--- src/hw/rtl/qpt_pkg.sv ---
package qpt_pkg;

    localparam int COORD_WIDTH        = 32;
    localparam int SCALE_WIDTH        = 16;
    localparam int SCALE_FRAC         = 8;
    localparam int SCALE_PACKED_WIDTH = 3 * SCALE_WIDTH;
    localparam int Q_WIDTH            = 16;
    localparam int ROT_FRAC           = 14;
    localparam int CFG_INDEX_WIDTH    = 4;
    localparam int CFG_DATA_WIDTH     = 48;

    // intermediate widths
    localparam int SP_WIDTH = COORD_WIDTH + SCALE_WIDTH;
    localparam int S_WIDTH  = SP_WIDTH - SCALE_FRAC;
    localparam int TP_WIDTH = S_WIDTH + Q_WIDTH;
    localparam int TR_WIDTH = TP_WIDTH - ROT_FRAC;
    localparam int T_WIDTH  = TR_WIDTH + 2;
    localparam int RP_WIDTH = T_WIDTH + Q_WIDTH;
    localparam int RR_WIDTH = RP_WIDTH - ROT_FRAC;
    localparam int R_WIDTH  = RR_WIDTH + 2;
    localparam int V_WIDTH  = R_WIDTH + 1;

    localparam logic [CFG_INDEX_WIDTH-1:0] REG_SCALE    = CFG_INDEX_WIDTH'(0);
    localparam logic [CFG_INDEX_WIDTH-1:0] REG_ROT_W    = CFG_INDEX_WIDTH'(1);
    localparam logic [CFG_INDEX_WIDTH-1:0] REG_ROT_X    = CFG_INDEX_WIDTH'(2);
    localparam logic [CFG_INDEX_WIDTH-1:0] REG_ROT_Y    = CFG_INDEX_WIDTH'(3);
    localparam logic [CFG_INDEX_WIDTH-1:0] REG_ROT_Z    = CFG_INDEX_WIDTH'(4);
    localparam logic [CFG_INDEX_WIDTH-1:0] REG_OFFSET_X = CFG_INDEX_WIDTH'(5);
    localparam logic [CFG_INDEX_WIDTH-1:0] REG_OFFSET_Y = CFG_INDEX_WIDTH'(6);
    localparam logic [CFG_INDEX_WIDTH-1:0] REG_OFFSET_Z = CFG_INDEX_WIDTH'(7);

    typedef struct packed {
        logic signed [COORD_WIDTH-1:0] point_x;
        logic signed [COORD_WIDTH-1:0] point_y;
        logic signed [COORD_WIDTH-1:0] point_z;
    } in_t;

    typedef struct packed {
        logic signed [COORD_WIDTH-1:0] out_x;
        logic signed [COORD_WIDTH-1:0] out_y;
        logic signed [COORD_WIDTH-1:0] out_z;
        logic                          clipped;
    } out_t;

    typedef struct packed {
        logic [SCALE_PACKED_WIDTH-1:0] scale_packed;
        logic signed [Q_WIDTH-1:0]     rot_w;
        logic signed [Q_WIDTH-1:0]     rot_x;
        logic signed [Q_WIDTH-1:0]     rot_y;
        logic signed [Q_WIDTH-1:0]     rot_z;
        logic signed [COORD_WIDTH-1:0] offset_x;
        logic signed [COORD_WIDTH-1:0] offset_y;
        logic signed [COORD_WIDTH-1:0] offset_z;
    } cfg_t;

    // identity transform
    localparam cfg_t CFG_RESET = '{
        scale_packed: SCALE_PACKED_WIDTH'(48'h0100_0100_0100),
        rot_w:        Q_WIDTH'(16384),
        rot_x:        '0,
        rot_y:        '0,
        rot_z:        '0,
        offset_x:     '0,
        offset_y:     '0,
        offset_z:     '0
    };

    localparam logic [SP_WIDTH-1:0] HALF_SP = SP_WIDTH'(1) << (SCALE_FRAC - 1);
    localparam logic [TP_WIDTH-1:0] HALF_TP = TP_WIDTH'(1) << (ROT_FRAC - 1);
    localparam logic [RP_WIDTH-1:0] HALF_RP = RP_WIDTH'(1) << (ROT_FRAC - 1);

    // round to nearest, ties toward plus infinity
    function automatic logic signed [S_WIDTH-1:0] round_scale(
        input logic signed [SP_WIDTH-1:0] p
    );
        logic [SP_WIDTH-1:0] sum;
        sum = p + HALF_SP;
        return sum[SP_WIDTH-1:SCALE_FRAC];
    endfunction

    function automatic logic signed [TR_WIDTH-1:0] round_t(
        input logic signed [TP_WIDTH-1:0] p
    );
        logic [TP_WIDTH-1:0] sum;
        sum = p + HALF_TP;
        return sum[TP_WIDTH-1:ROT_FRAC];
    endfunction

    function automatic logic signed [RR_WIDTH-1:0] round_r(
        input logic signed [RP_WIDTH-1:0] p
    );
        logic [RP_WIDTH-1:0] sum;
        sum = p + HALF_RP;
        return sum[RP_WIDTH-1:ROT_FRAC];
    endfunction

endpackage

--- src/hw/rtl/qpt_pipe.sv ---
module qpt_pipe (
    input  logic          aclk,
    input  logic          aresetn,
    input  qpt_pkg::cfg_t cfg,
    input  logic          in_valid,
    output logic          in_ready,
    input  qpt_pkg::in_t  in_data,
    output logic          out_valid,
    input  logic          out_ready,
    output qpt_pkg::out_t out_data
);
    import qpt_pkg::*;

    localparam int STAGES = 6;

    logic [STAGES-1:0] valid_reg;
    logic [STAGES-1:0] en;

    logic signed [Q_WIDTH-1:0]     q      [4];
    logic signed [SCALE_WIDTH-1:0] scale  [3];
    logic signed [COORD_WIDTH-1:0] point  [3];
    logic signed [COORD_WIDTH-1:0] offset [3];

    logic signed [SP_WIDTH-1:0]    sp_next [3];
    logic signed [SP_WIDTH-1:0]    sp_reg  [3];
    logic signed [S_WIDTH-1:0]     s       [3];
    logic signed [TP_WIDTH-1:0]    tp_next [3][4];
    logic signed [TP_WIDTH-1:0]    tp_reg  [3][4];
    logic signed [TR_WIDTH-1:0]    tr      [3][4];
    logic signed [T_WIDTH-1:0]     t_next  [4];
    logic signed [T_WIDTH-1:0]     t_reg   [4];
    logic signed [RP_WIDTH-1:0]    rp_next [3][4];
    logic signed [RP_WIDTH-1:0]    rp_reg  [3][4];
    logic signed [RR_WIDTH-1:0]    rr      [3][4];
    logic signed [R_WIDTH-1:0]     r_next  [3];
    logic signed [R_WIDTH-1:0]     r_reg   [3];
    logic signed [V_WIDTH-1:0]     v       [3];
    logic signed [COORD_WIDTH-1:0] o       [3];
    logic [2:0]                    clip;
    out_t                          out_next;
    out_t                          out_reg;

    // a stage advances when it is empty or the next one advances
    always_comb begin
        en[STAGES-1] = !valid_reg[STAGES-1] || out_ready;
        for (int k = STAGES - 2; k >= 0; k--) begin
            en[k] = !valid_reg[k] || en[k+1];
        end
    end

    assign in_ready  = en[0];
    assign out_valid = valid_reg[STAGES-1];
    assign out_data  = out_reg;

    always_comb begin
        q[0] = cfg.rot_w;
        q[1] = cfg.rot_x;
        q[2] = cfg.rot_y;
        q[3] = cfg.rot_z;
        for (int i = 0; i < 3; i++) begin
            scale[i] = cfg.scale_packed[i*SCALE_WIDTH +: SCALE_WIDTH];
        end
        point[0]  = in_data.point_x;
        point[1]  = in_data.point_y;
        point[2]  = in_data.point_z;
        offset[0] = cfg.offset_x;
        offset[1] = cfg.offset_y;
        offset[2] = cfg.offset_z;
    end

    // scale products
    always_comb begin
        for (int i = 0; i < 3; i++) begin
            sp_next[i] = SP_WIDTH'(point[i]) * SP_WIDTH'(scale[i]);
        end
    end

    // q * (0,s) products, tp[i][j] = s_i * q_j
    always_comb begin
        for (int i = 0; i < 3; i++) begin
            s[i] = round_scale(sp_reg[i]);
            for (int j = 0; j < 4; j++) begin
                tp_next[i][j] = TP_WIDTH'(s[i]) * TP_WIDTH'(q[j]);
            end
        end
    end

    // sum to t
    always_comb begin
        for (int i = 0; i < 3; i++) begin
            for (int j = 0; j < 4; j++) begin
                tr[i][j] = round_t(tp_reg[i][j]);
            end
        end
        t_next[0] = -T_WIDTH'(tr[0][1]) - T_WIDTH'(tr[1][2]) - T_WIDTH'(tr[2][3]);
        t_next[1] =  T_WIDTH'(tr[0][0]) + T_WIDTH'(tr[2][2]) - T_WIDTH'(tr[1][3]);
        t_next[2] =  T_WIDTH'(tr[1][0]) - T_WIDTH'(tr[2][1]) + T_WIDTH'(tr[0][3]);
        t_next[3] =  T_WIDTH'(tr[2][0]) + T_WIDTH'(tr[1][1]) - T_WIDTH'(tr[0][2]);
    end

    // t * conj(q) products, rp[i][k] = t_k * q_(k xor (i+1))
    always_comb begin
        for (int i = 0; i < 3; i++) begin
            for (int k = 0; k < 4; k++) begin
                rp_next[i][k] = RP_WIDTH'(t_reg[k]) * RP_WIDTH'(q[2'(k) ^ 2'(i + 1)]);
            end
        end
    end

    // sum to r
    always_comb begin
        for (int i = 0; i < 3; i++) begin
            for (int k = 0; k < 4; k++) begin
                rr[i][k] = round_r(rp_reg[i][k]);
            end
        end
        r_next[0] = -R_WIDTH'(rr[0][0]) + R_WIDTH'(rr[0][1])
                    - R_WIDTH'(rr[0][2]) + R_WIDTH'(rr[0][3]);
        r_next[1] = -R_WIDTH'(rr[1][0]) + R_WIDTH'(rr[1][1])
                    + R_WIDTH'(rr[1][2]) - R_WIDTH'(rr[1][3]);
        r_next[2] = -R_WIDTH'(rr[2][0]) - R_WIDTH'(rr[2][1])
                    + R_WIDTH'(rr[2][2]) + R_WIDTH'(rr[2][3]);
    end

    // translate and saturate
    always_comb begin
        for (int i = 0; i < 3; i++) begin
            v[i] = V_WIDTH'(r_reg[i]) + V_WIDTH'(offset[i]);
            if ((&v[i][V_WIDTH-1:COORD_WIDTH-1]) || !(|v[i][V_WIDTH-1:COORD_WIDTH-1])) begin
                o[i]    = v[i][COORD_WIDTH-1:0];
                clip[i] = 1'b0;
            end else if (v[i][V_WIDTH-1]) begin
                o[i]    = {1'b1, {(COORD_WIDTH-1){1'b0}}};
                clip[i] = 1'b1;
            end else begin
                o[i]    = {1'b0, {(COORD_WIDTH-1){1'b1}}};
                clip[i] = 1'b1;
            end
        end
        out_next.out_x   = o[0];
        out_next.out_y   = o[1];
        out_next.out_z   = o[2];
        out_next.clipped = |clip;
    end

    always_ff @(posedge aclk) begin
        if (!aresetn) begin
            valid_reg <= '0;
        end else begin
            if (en[0]) begin
                valid_reg[0] <= in_valid;
            end
            for (int k = 1; k < STAGES; k++) begin
                if (en[k]) begin
                    valid_reg[k] <= valid_reg[k-1];
                end
            end
        end
    end

    always_ff @(posedge aclk) begin
        if (en[0]) begin
            sp_reg <= sp_next;
        end
        if (en[1]) begin
            tp_reg <= tp_next;
        end
        if (en[2]) begin
            t_reg <= t_next;
        end
        if (en[3]) begin
            rp_reg <= rp_next;
        end
        if (en[4]) begin
            r_reg <= r_next;
        end
        if (en[5]) begin
            out_reg <= out_next;
        end
    end

endmodule

--- src/hw/rtl/quaternion_point_transform.sv ---
// Scales each Q16.16 point per axis, rotates it by the configured quaternion
// as q * (0,v) * conj(q), adds the translation and saturates each coordinate,
// setting clipped when any coordinate saturated. The quaternion is not
// normalized, so a non-unit q also scales the result by |q|^2. One item is
// accepted per cycle while the result side does not stall; each point passes
// through six register stages (scale product, first rotation products,
// first sums, second rotation products, second sums, translate and
// saturate). Stalls on the result side fill empty stages first and hold the
// rest. Configuration writes take effect at once and are meant for times
// when no item is in flight; the configuration port is always ready.
module quaternion_point_transform (
    input  logic                                  aclk,
    input  logic                                  aresetn,
    input  logic                                  s_valid,
    output logic                                  s_ready,
    input  qpt_pkg::in_t                          s_data,
    output logic                                  m_valid,
    input  logic                                  m_ready,
    output qpt_pkg::out_t                         m_data,
    input  logic                                  cfg_valid,
    output logic                                  cfg_ready,
    input  logic [qpt_pkg::CFG_INDEX_WIDTH-1:0]   cfg_index,
    input  logic [qpt_pkg::CFG_DATA_WIDTH-1:0]    cfg_data
);
    import qpt_pkg::*;

    cfg_t cfg_reg;
    cfg_t cfg_next;

    assign cfg_ready = 1'b1;

    always_comb begin
        cfg_next = cfg_reg;
        if (cfg_valid) begin
            case (cfg_index)
                REG_SCALE: begin
                    cfg_next.scale_packed = cfg_data[SCALE_PACKED_WIDTH-1:0];
                end
                REG_ROT_W: begin
                    cfg_next.rot_w = cfg_data[Q_WIDTH-1:0];
                end
                REG_ROT_X: begin
                    cfg_next.rot_x = cfg_data[Q_WIDTH-1:0];
                end
                REG_ROT_Y: begin
                    cfg_next.rot_y = cfg_data[Q_WIDTH-1:0];
                end
                REG_ROT_Z: begin
                    cfg_next.rot_z = cfg_data[Q_WIDTH-1:0];
                end
                REG_OFFSET_X: begin
                    cfg_next.offset_x = cfg_data[COORD_WIDTH-1:0];
                end
                REG_OFFSET_Y: begin
                    cfg_next.offset_y = cfg_data[COORD_WIDTH-1:0];
                end
                REG_OFFSET_Z: begin
                    cfg_next.offset_z = cfg_data[COORD_WIDTH-1:0];
                end
                default: begin
                    cfg_next = cfg_reg;
                end
            endcase
        end
    end

    always_ff @(posedge aclk) begin
        if (!aresetn) begin
            cfg_reg <= CFG_RESET;
        end else begin
            cfg_reg <= cfg_next;
        end
    end

    qpt_pipe u_pipe (
        .aclk      (aclk),
        .aresetn   (aresetn),
        .cfg       (cfg_reg),
        .in_valid  (s_valid),
        .in_ready  (s_ready),
        .in_data   (s_data),
        .out_valid (m_valid),
        .out_ready (m_ready),
        .out_data  (m_data)
    );

endmodule

--- config.mk ---
export PLATFORM = sky130hd
export DESIGN_NAME = quaternion_point_transform
export DESIGN_NICKNAME = d
export VERILOG_FILES = /design/src/hw/rtl/qpt_pkg.sv /design/src/hw/rtl/qpt_pipe.sv /design/src/hw/rtl/quaternion_point_transform.sv
export SDC_FILE = /design/constraint.sdc
export NUM_CORES = 1
export LEC_CHECK = 0
export BUFFER_PORTS_ARGS = -buffer_cell sky130_fd_sc_hd__buf_2
export CORE_MARGIN = 2
export CORE_UTILIZATION = 30
export CTS_CLUSTER_DIAMETER = 30
export CTS_CLUSTER_SIZE = 28
export DETAILED_ROUTE_END_ITERATION = 10
export GPL_ROUTABILITY_DRIVEN = 0
export PLACE_DENSITY_LB_ADDON = 0.25
export SETUP_SLACK_MARGIN = 0.15
export SLEW_MARGIN = 15
export SYNTH_ARGS = -nofsm -noshare
export SYNTH_HDL_FRONTEND = slang
export SYNTH_HIERARCHICAL = 1
export SYNTH_SLANG_ARGS = --single-unit
--- constraint.sdc ---
create_clock -name aclk -period 1.5 [get_ports aclk]
set_input_delay 0.225 -clock aclk [delete_from_list [all_inputs] [get_ports aclk]]
set_output_delay 0.225 -clock aclk [all_outputs]
set_load 0.05 [all_outputs]
==> results of run 1 <==
==> results.json, run 1 <==
{
  "result_of_the_run": "did not finish",
  "lastStage": "I/O pin placement",
  "tool.error": "[ERROR PPL-0024] Number of IO pins (253) exceeds maximum number of available positions (212). Increase the die perimeter from 244.44um to 344.08um.",
  "die_height_um": 61.11,
  "synth.avg_cell_area_um2": 7.891,
  "netlist_area_pre_place_um2": 978.4,
  "postSynthCellCount": 124,
  "row_count": 20,
  "die_w_um": 61.11,
  "yosys_warnings": 6,
  "initial_utilization_pct": 31.79
}
==> run 2, diff against run 1 <==
--- a/config.mk
+++ b/config.mk
@@ -7,13 +7,10 @@
 export LEC_CHECK = 0
 export BUFFER_PORTS_ARGS = -buffer_cell sky130_fd_sc_hd__buf_2
 export CORE_MARGIN = 2
-export CORE_UTILIZATION = 30
-export CTS_CLUSTER_DIAMETER = 30
-export CTS_CLUSTER_SIZE = 28
+export CORE_UTILIZATION = 20
 export DETAILED_ROUTE_END_ITERATION = 10
 export GPL_ROUTABILITY_DRIVEN = 0
-export PLACE_DENSITY_LB_ADDON = 0.25
-export SETUP_SLACK_MARGIN = 0.15
+export PLACE_DENSITY_LB_ADDON = 0.15
 export SLEW_MARGIN = 15
 export SYNTH_ARGS = -nofsm -noshare
 export SYNTH_HDL_FRONTEND = slang
==> constraint.sdc (replaced) <==
create_clock -name aclk -period 1.95 [get_ports aclk]
set_input_delay 0.2925 -clock aclk [delete_from_list [all_inputs] [get_ports aclk]]
set_output_delay 0.2925 -clock aclk [all_outputs]
set_load 0.05 [all_outputs]
==> run 2 against run 1 <==
Effect of this change: the run now ends clean; area after synthesis is the same; synthesized cell count is the same.
==> results.json, run 2 <==
{
  "result_of_the_run": "completed",
  "drt_wl_total_um": 896,
  "critPathCaptureType": "output pin",
  "antenna_found_initial": 0,
  "place_hpwl_um": 782.8,
  "path_class": "reg2out",
  "ctsHoldBuffers": 0,
  "power.share.sequential_pct": 17.7,
  "critical_path_peak_fanout": 5,
  "final_critical_path_setup_slack_ns": 0.5039,
  "grt_use_total_pct": 2.517,
  "clockPowerShare_pct": 24.8,
  "area_growth_syn_to_layout_pct": -23.79,
  "first_pass_grt_wire_length_um": 1007,
  "ff_to_ff_end": "u_pipe/valid_reg[3]",
  "worstPathRequired_ns": 1.66,
  "grt_setup_unrepaired": "no",
  "reg2regPathDepth": 2,
  "initial_utilization_pct": 20.72,
  "cts_post_setup_buffers_inserted": 0,
  "critPathArrivalTime_ns": 1.15,
  "r2r_slack_ns": 1.13,
  "finish.instance_area_um2": 745.7,
  "cts_tree": "built",
  "root_buffer": "clkbuf_8",
  "setup.worst_path.start": "u_pipe/valid_reg[5]",
  "finalHoldViolCount": 0,
  "num_antenna_cells": 0,
  "final_net_count": 284,
  "clk_pin_slew_ns": 0.04,
  "fin_crit_ns": 1.446,
  "num_vias": 451,
  "netlist_area_pre_place_um2": 978.4,
  "setup_total_negative_slack_ns": 0,
  "route.detailed.vias_per_inst": 2.301,
  "largest_register_ff_count": 6,
  "mostFrequentLayoutCell": "conb_1",
  "postSynthCellCount": 124,
  "core_area_um2": 4723,
  "setup-violations-final": 0,
  "numCtsBuffers": 3,
  "htreeDepth": 1,
  "drt_first_pass_iters": 1,
  "regToRegStartpoint": "u_pipe/valid_reg[5]",
  "design.die.area_um2": 5468,
  "combinationalPowerShare_pct": 57.5,
  "tritoncts_num_sinks": 6,
  "dp_worst_slack_ns": 0.6575,
  "timing.final.crit_share_pct": 74.16,
  "layout.cells.most_common_list": "98 x conb_1, 6 x dfxtp_1, 5 x buf_2",
  "static-leakage-power_nw": 0.4419,
  "ir_drop_mv": 0.2767,
  "pin_count_of_the_biggest_net_entering_global_routing": 10,
  "power.net_switching_mw": 0.4698,
  "first_global_vias": 239,
  "power_switching_share_pct": 64.01,
  "drt.antenna.violating_nets": 0,
  "clock-skew-final_ns": 0.001409,
  "dpl_cell_area_um2": 704.4,
  "globalRoute.totalOverflow": 0,
  "synth.avg_cell_area_um2": 7.891,
  "timing.hold.worst.class": "in2reg",
  "row_count": 25,
  "post_cts.resized_instances": 0,
  "final_core_utilization_pct": 15.79,
  "cap_viol_max_count": 0,
  "avgRoutedWirePerCell_um": 4.571,
  "die_w_um": 73.95,
  "cts_buffer_depth": 2,
  "max_freq_ghz": 0.6915,
  "ioPinCount": 253,
  "drive_above_1_share_pct": 7.752,
  "setup.worst_path.end": "s_ready",
  "fillers": 526,
  "p_int_mw": 0.2641,
  "portBuffers": 5,
  "power_per_cell_area_nw_per_um2": 984.2,
  "final_max_slew_viol_count": 0,
  "die_height_um": 73.95,
  "1st_iter_drt_viols": 0,
  "worst_setup_path_start_kind": "flop",
  "yosys_warnings": 6,
  "clk_latency_ns": 0.22,
  "drc": 0
}
-- run 2: metrics by stage --
step	std cells	hold WS [ns]	power, mW
after CTS	196	0.2856	0.7344
after detailed placement	193	0.4581	0.5491
after global routing	196	0.3302	0.7601
after floorplan	220	0.4071	0.7005
after global placement	193	0.4639	0.5497
final	196	0.2853	0.7339
-- run 2: layer usage --
metal  GRT usage [%]  vias to the layer above  wire [um]
met1           2.365                      191        265
met3          0.8130                        4        169
met5               0                        -          0
met2           4.266                       56        440
li1                -                      200          -
met4           2.424                        0         21
-- run 2: worst min-delay path by stage --
stage / depth (start not counted) / startpoint / slack [ns] / end
2_1_floorplan: 2 / s_valid / 0.41 / u_pipe/valid_reg[0]
3_3_place_gp: 2 / u_pipe/valid_reg[0] / 0.46 / u_pipe/valid_reg[1]
3_5_place_dp: 2 / u_pipe/valid_reg[0] / 0.46 / u_pipe/valid_reg[1]
4_1_cts: 3 / s_valid / 0.29 / u_pipe/valid_reg[0]
5_1_grt: 3 / s_valid / 0.33 / u_pipe/valid_reg[0]
6_report: 3 / s_valid / 0.29 / u_pipe/valid_reg[0]
-- run 2: area by class of cell --
type                            instances  area [um2]  share of cell area (%)
Multi-Input combinational cell        115       475.5                   63.76
Tap cell                               67       83.83                   11.24
Timing Repair Buffer                    5       25.02                   3.356
Sequential cell                         6       120.1                   16.11
Clock buffer                            3       41.29                   5.537
-- run 2: power by group through the flow --
stage	clock [mW]	sequential, mW	combinational [mW]
floorplan	0	0.131	0.569
global placement	0	0.132	0.418
detailed placement	0	0.131	0.418
CTS	0.187	0.130	0.418
global route	0.191	0.130	0.438
finish	0.182	0.130	0.422
-- run 2: critical path, stage by stage (launching register included) --
cell     delay, ns
dfxtp_1       0.37
and4b_1       0.23
nand4_1       0.10
buf_2         0.22
Power figures use the tool's default switching activity.
==> run 3, diff against run 2 <==
==> constraint.sdc (replaced) <==
create_clock -name aclk -period 1.3 [get_ports aclk]
set_input_delay 0.195 -clock aclk [delete_from_list [all_inputs] [get_ports aclk]]
set_output_delay 0.195 -clock aclk [all_outputs]
set_load 0.05 [all_outputs]
==> run 3 against run 2 <==
Effect of this change: sequential cell count unchanged; non-clock buffer count up 2; core utilization up 0.66 points; critical path depth unchanged; sequential power up 48%; combinational power up 50%; clock-buffer cell count up 1; global-route usage down 0.055 points; largest cell class unchanged.
==> results.json, run 3 (synthesized netlist as in run 2, its figures left out) <==
{
  "result_of_the_run": "completed",
  "critical_path_peak_fanout": 3,
  "portBuffers": 5,
  "layout.cells.most_common_list": "98 x conb_1, 4 x buf_2, 4 x nand2_1",
  "avgRoutedWirePerCell_um": 4.528,
  "htreeDepth": 1,
  "largest_register_ff_count": 6,
  "clk_latency_ns": 0.22,
  "finish.instance_area_um2": 777.0,
  "worst_setup_path_start_kind": "flop",
  "fin_crit_ns": 1.241,
  "cts_tree": "built",
  "cts_buffer_depth": 2,
  "timing.final.crit_share_pct": 95.44,
  "drt.antenna.violating_nets": 0,
  "drt_wl_total_um": 901,
  "drt_first_pass_iters": 4,
  "power_per_cell_area_nw_per_um2": 1441,
  "critical_path.cell_chain": "and4b_1, nand4_1, buf_6",
  "row_count": 25,
  "place_hpwl_um": 755.5,
  "critPathCaptureType": "output pin",
  "route.detailed.vias_per_inst": 2.317,
  "static-leakage-power_nw": 0.4595,
  "first_pass_grt_wire_length_um": 1007,
  "ir_drop_mv": 0.3932,
  "instances_no_fill": 199,
  "num_vias": 461,
  "drive_above_1_share_pct": 11.36,
  "critical_path.slowest_cell": "dfxtp_4",
  "ioPinCount": 253,
  "final_net_count": 286,
  "critPathMaxStageDelay_ns": 0.34,
  "critical_path.n_buffers_inverters": 1,
  "1st_iter_drt_viols": 4,
  "drc": 0,
  "globalRoute.totalOverflow": 0,
  "setup-violations-final": 0,
  "max_freq_ghz": 0.8060,
  "final_critical_path_setup_slack_ns": 0.05931,
  "final_max_slew_viol_count": 0,
  "critical_path.top_delay_family": "flip-flops",
  "root_buffer": "clkbuf_8",
  "numCtsBuffers": 3,
  "die_w_um": 73.95,
  "dpl_cell_area_um2": 708.2,
  "dp_worst_slack_ns": 0.2395,
  "die_height_um": 73.95,
  "grt_use_total_pct": 2.462,
  "pin_count_of_the_biggest_net_entering_global_routing": 10,
  "grt_setup_unrepaired": "yes",
  "clock-skew-final_ns": 0.005947,
  "mostFrequentLayoutCell": "conb_1",
  "first_global_vias": 251,
  "antenna_found_initial": 0,
  "timing.hold.worst.class": "in2reg",
  "p_total_mw": 1.119,
  "clk_pin_slew_ns": 0.04,
  "num_antenna_cells": 0,
  "setup_total_negative_slack_ns": 0,
  "finalHoldViolCount": 0,
  "core_area_um2": 4723,
  "path_class": "reg2out",
  "critPathArrivalTime_ns": 1.05,
  "area_growth_syn_to_layout_pct": -20.59,
  "numPlacedInstances": 193,
  "cap_viol_max_count": 0,
  "tritoncts_num_sinks": 6,
  "ctsHoldBuffers": 0,
  "worstPathRequired_ns": 1.11,
  "design.die.area_um2": 5468,
  "initial_utilization_pct": 20.72
}
-- run 3: layout make-up --
cell class                      instances  area, um2
Multi-Input combinational cell        115      475.5
Timing Repair Buffer                    7      46.29
Clock buffer                            4      45.04
Sequential cell                         6      126.4
Tap cell                               67      83.83
Fill cell                             536       3946
-- run 3: final timing paths --
path / start / to / slack, ns / depth (start not counted)
worst max-delay path: u_pipe/valid_reg[5] / s_ready / 0.06 / 3
worst min-delay path: s_valid / u_pipe/valid_reg[0] / 0.18 / 3
worst max register to register: u_pipe/valid_reg[5] / u_pipe/valid_reg[4] / 0.37 / 3
worst min register to register: u_pipe/valid_reg[0] / u_pipe/valid_reg[1] / 0.47 / 2
-- run 3: report_power, final --
group | total (mW) | internal, mW | switching (mW)
combinational | 0.634 | 0.00818 | 0.625
sequential | 0.193 | 0.188 | 0.00433
clock | 0.293 | 0.211 | 0.0822
-- run 3: per-layer routing --
metal	routed length, um	share of wire, %	up-vias	track usage, %
met4	14	1.6	0	2.424
met5	0	0	-	0
met1	270	30	197	2.694
met2	427	47	57	3.472
met3	188	21	2	1.084
li1	-	-	205	-
-- run 3: worst register-to-register path: stages, from the launching register on --
cell and delay [ns]:
dfxtp_4 0.34, buf_4 0.13, and3b_2 0.19, o21a_1 0.16
-- run 3: what timing repair did --
action	in CTS	in global routing
gates resized for setup	1	3
pin swaps	0	1
setup buffers	0	2
endpoints found under the setup margin	1	1
-- run 3: through the flow --
| step | util [%] | hold WS (ns) |
|---|---|---|
| after floorplan | - | 0.3096 |
| after global placement | 14.99 | 0.4122 |
| after detailed placement | 14.99 | 0.4014 |
| after CTS | 16.00 | 0.1777 |
| after global routing | 16.45 | 0.2186 |
| final | 16.45 | 0.1813 |
==> run 4, diff against run 3 <==
--- a/config.mk
+++ b/config.mk
@@ -5,7 +5,7 @@
 export SDC_FILE = /design/constraint.sdc
 export NUM_CORES = 1
 export LEC_CHECK = 0
-export BUFFER_PORTS_ARGS = -buffer_cell sky130_fd_sc_hd__buf_2
+export BUFFER_PORTS_ARGS = -buffer_cell sky130_fd_sc_hd__clkbuf_2
 export CORE_MARGIN = 2
 export CORE_UTILIZATION = 20
 export DETAILED_ROUTE_END_ITERATION = 10
==> run 4 against run 3 <==
Effect of this change: sequential share of layout area increased by 0.079 points; highest routed layer is now met3; worst setup slack got worse by 0.041 ns; power increased by 0.26%.
==> results.json, run 4 (synthesized netlist as in run 2, its figures left out) <==
{
  "result_of_the_run": "completed",
  "instances_no_fill": 198,
  "mostFrequentLayoutCell": "conb_1",
  "hold_ws_ns": 0.1863,
  "cts_tree": "built",
  "drt_wl_total_um": 911,
  "ir_drop_mv": 0.3812,
  "htreeDepth": 1,
  "layout.cells.most_common_list": "98 x conb_1, 4 x clkbuf_2, 4 x nand2_1",
  "path_class": "reg2out",
  "critical_path.slowest_cell": "dfxtp_4",
  "cap_viol_max_count": 0,
  "die_w_um": 73.95,
  "critical_path.cell_chain": "and4b_1, nand4_1, buf_8",
  "p_total_mw": 1.122,
  "final_critical_path_setup_slack_ns": 0.01868,
  "clk_latency_ns": 0.22,
  "design.die.area_um2": 5468,
  "drt.antenna.violating_nets": 0,
  "fillers": 537,
  "worst_setup_path_start_kind": "flop",
  "portBuffers": 5,
  "drt_first_pass_iters": 2,
  "clk_pin_slew_ns": 0.04,
  "critPathCaptureType": "output pin",
  "first_pass_grt_wire_length_um": 1028,
  "timing.final.crit_share_pct": 98.56,
  "tritoncts_num_sinks": 6,
  "1st_iter_drt_viols": 7,
  "setup-violations-final": 0,
  "clock-skew-final_ns": 0.004153,
  "dp_worst_slack_ns": 0.2059,
  "ioPinCount": 253,
  "largest_register_ff_count": 6,
  "num_antenna_cells": 0,
  "place_hpwl_um": 773.7,
  "worstPathRequired_ns": 1.11,
  "ctsHoldBuffers": 0,
  "core_area_um2": 4723,
  "critPathMaxStageDelay_ns": 0.34,
  "max_freq_ghz": 0.7804,
  "final_max_slew_viol_count": 0,
  "grt_use_total_pct": 2.546,
  "numPlacedInstances": 193,
  "finalHoldViolCount": 0,
  "first_global_vias": 245,
  "r2r_slack_ns": 0.36,
  "setup_total_negative_slack_ns": 0,
  "num_vias": 454,
  "globalRoute.totalOverflow": 0,
  "row_count": 25,
  "static-leakage-power_nw": 0.4555,
  "drive_above_1_share_pct": 10.69,
  "initial_utilization_pct": 20.72,
  "critPathArrivalTime_ns": 1.09,
  "area_growth_syn_to_layout_pct": -20.97,
  "timing.hold.worst.class": "in2reg",
  "antenna_found_initial": 0,
  "power_per_cell_area_nw_per_um2": 1451,
  "die_height_um": 73.95,
  "drc": 0,
  "pin_count_of_the_biggest_net_entering_global_routing": 10,
  "critical_path_peak_fanout": 3,
  "cts_buffer_depth": 2,
  "avgRoutedWirePerCell_um": 4.601,
  "root_buffer": "clkbuf_8",
  "route.detailed.vias_per_inst": 2.293,
  "numCtsBuffers": 3,
  "fin_crit_ns": 1.281,
  "grt_setup_unrepaired": "yes",
  "final_net_count": 285
}
## run 4: layer usage
layer | vias to the layer above | GRT usage (%) | wire length, um
li1 | 203 | - | -
met1 | 196 | 2.694 | 297
met2 | 55 | 3.472 | 427
met3 | 0 | 1.491 | 186
met4 | 0 | 2.424 | 0
met5 | - | 0 | 0
## run 4: area by class of cell
type,instances,area [um2],share of cell area (%)
multi-input combinational,115,475.5,61.49
sequential,6,126.4,16.34
tap,67,83.83,10.84
clock buffer,4,45.04,5.825
timing repair buffer,6,42.54,5.502
## run 4: per-stage QoR
step,util [%],instance area [um2]
detailed placement,14.99,708.2
global route,16.37,773.2
floorplan,-,1343
global placement,14.99,708.2
finish,16.37,773.2
CTS,16.16,763.2
## run 4: repair_timing
item,CTS,global route
buffers inserted,0,1
resized for setup,3,2
pin swaps,0,1
endpoints found under the setup margin,1,1
gates cloned,0,0
## run 4: worst max-delay path: cells and delay by family, from the launching register on
kind	cells	cell delay, ns
flip-flops	1	0.34
buffers and inverters	1	0.18
AND/OR/NAND/NOR	2	0.34
## run 4: power by group
| part | switching (mW) | internal (mW) | total (mW) |
|---|---|---|---|
| combinational | 0.626 | 0.00780 | 0.633 |
| sequential | 0.00431 | 0.188 | 0.192 |
| clock | 0.0852 | 0.211 | 0.297 |
| total | 0.715 | 0.407 | 1.12 |
## run 4: path summary, 6_finish.rpt
| kind | cells after the start | from | endpoint |
|---|---|---|---|
| hold reg to reg | 1 | u_pipe/valid_reg[3] | u_pipe/valid_reg[4] |
| setup / recovery | 3 | u_pipe/valid_reg[5] | s_ready |
| setup reg to reg | 3 | u_pipe/valid_reg[5] | u_pipe/valid_reg[4] |
| hold / removal | 3 | s_valid | u_pipe/valid_reg[0] |
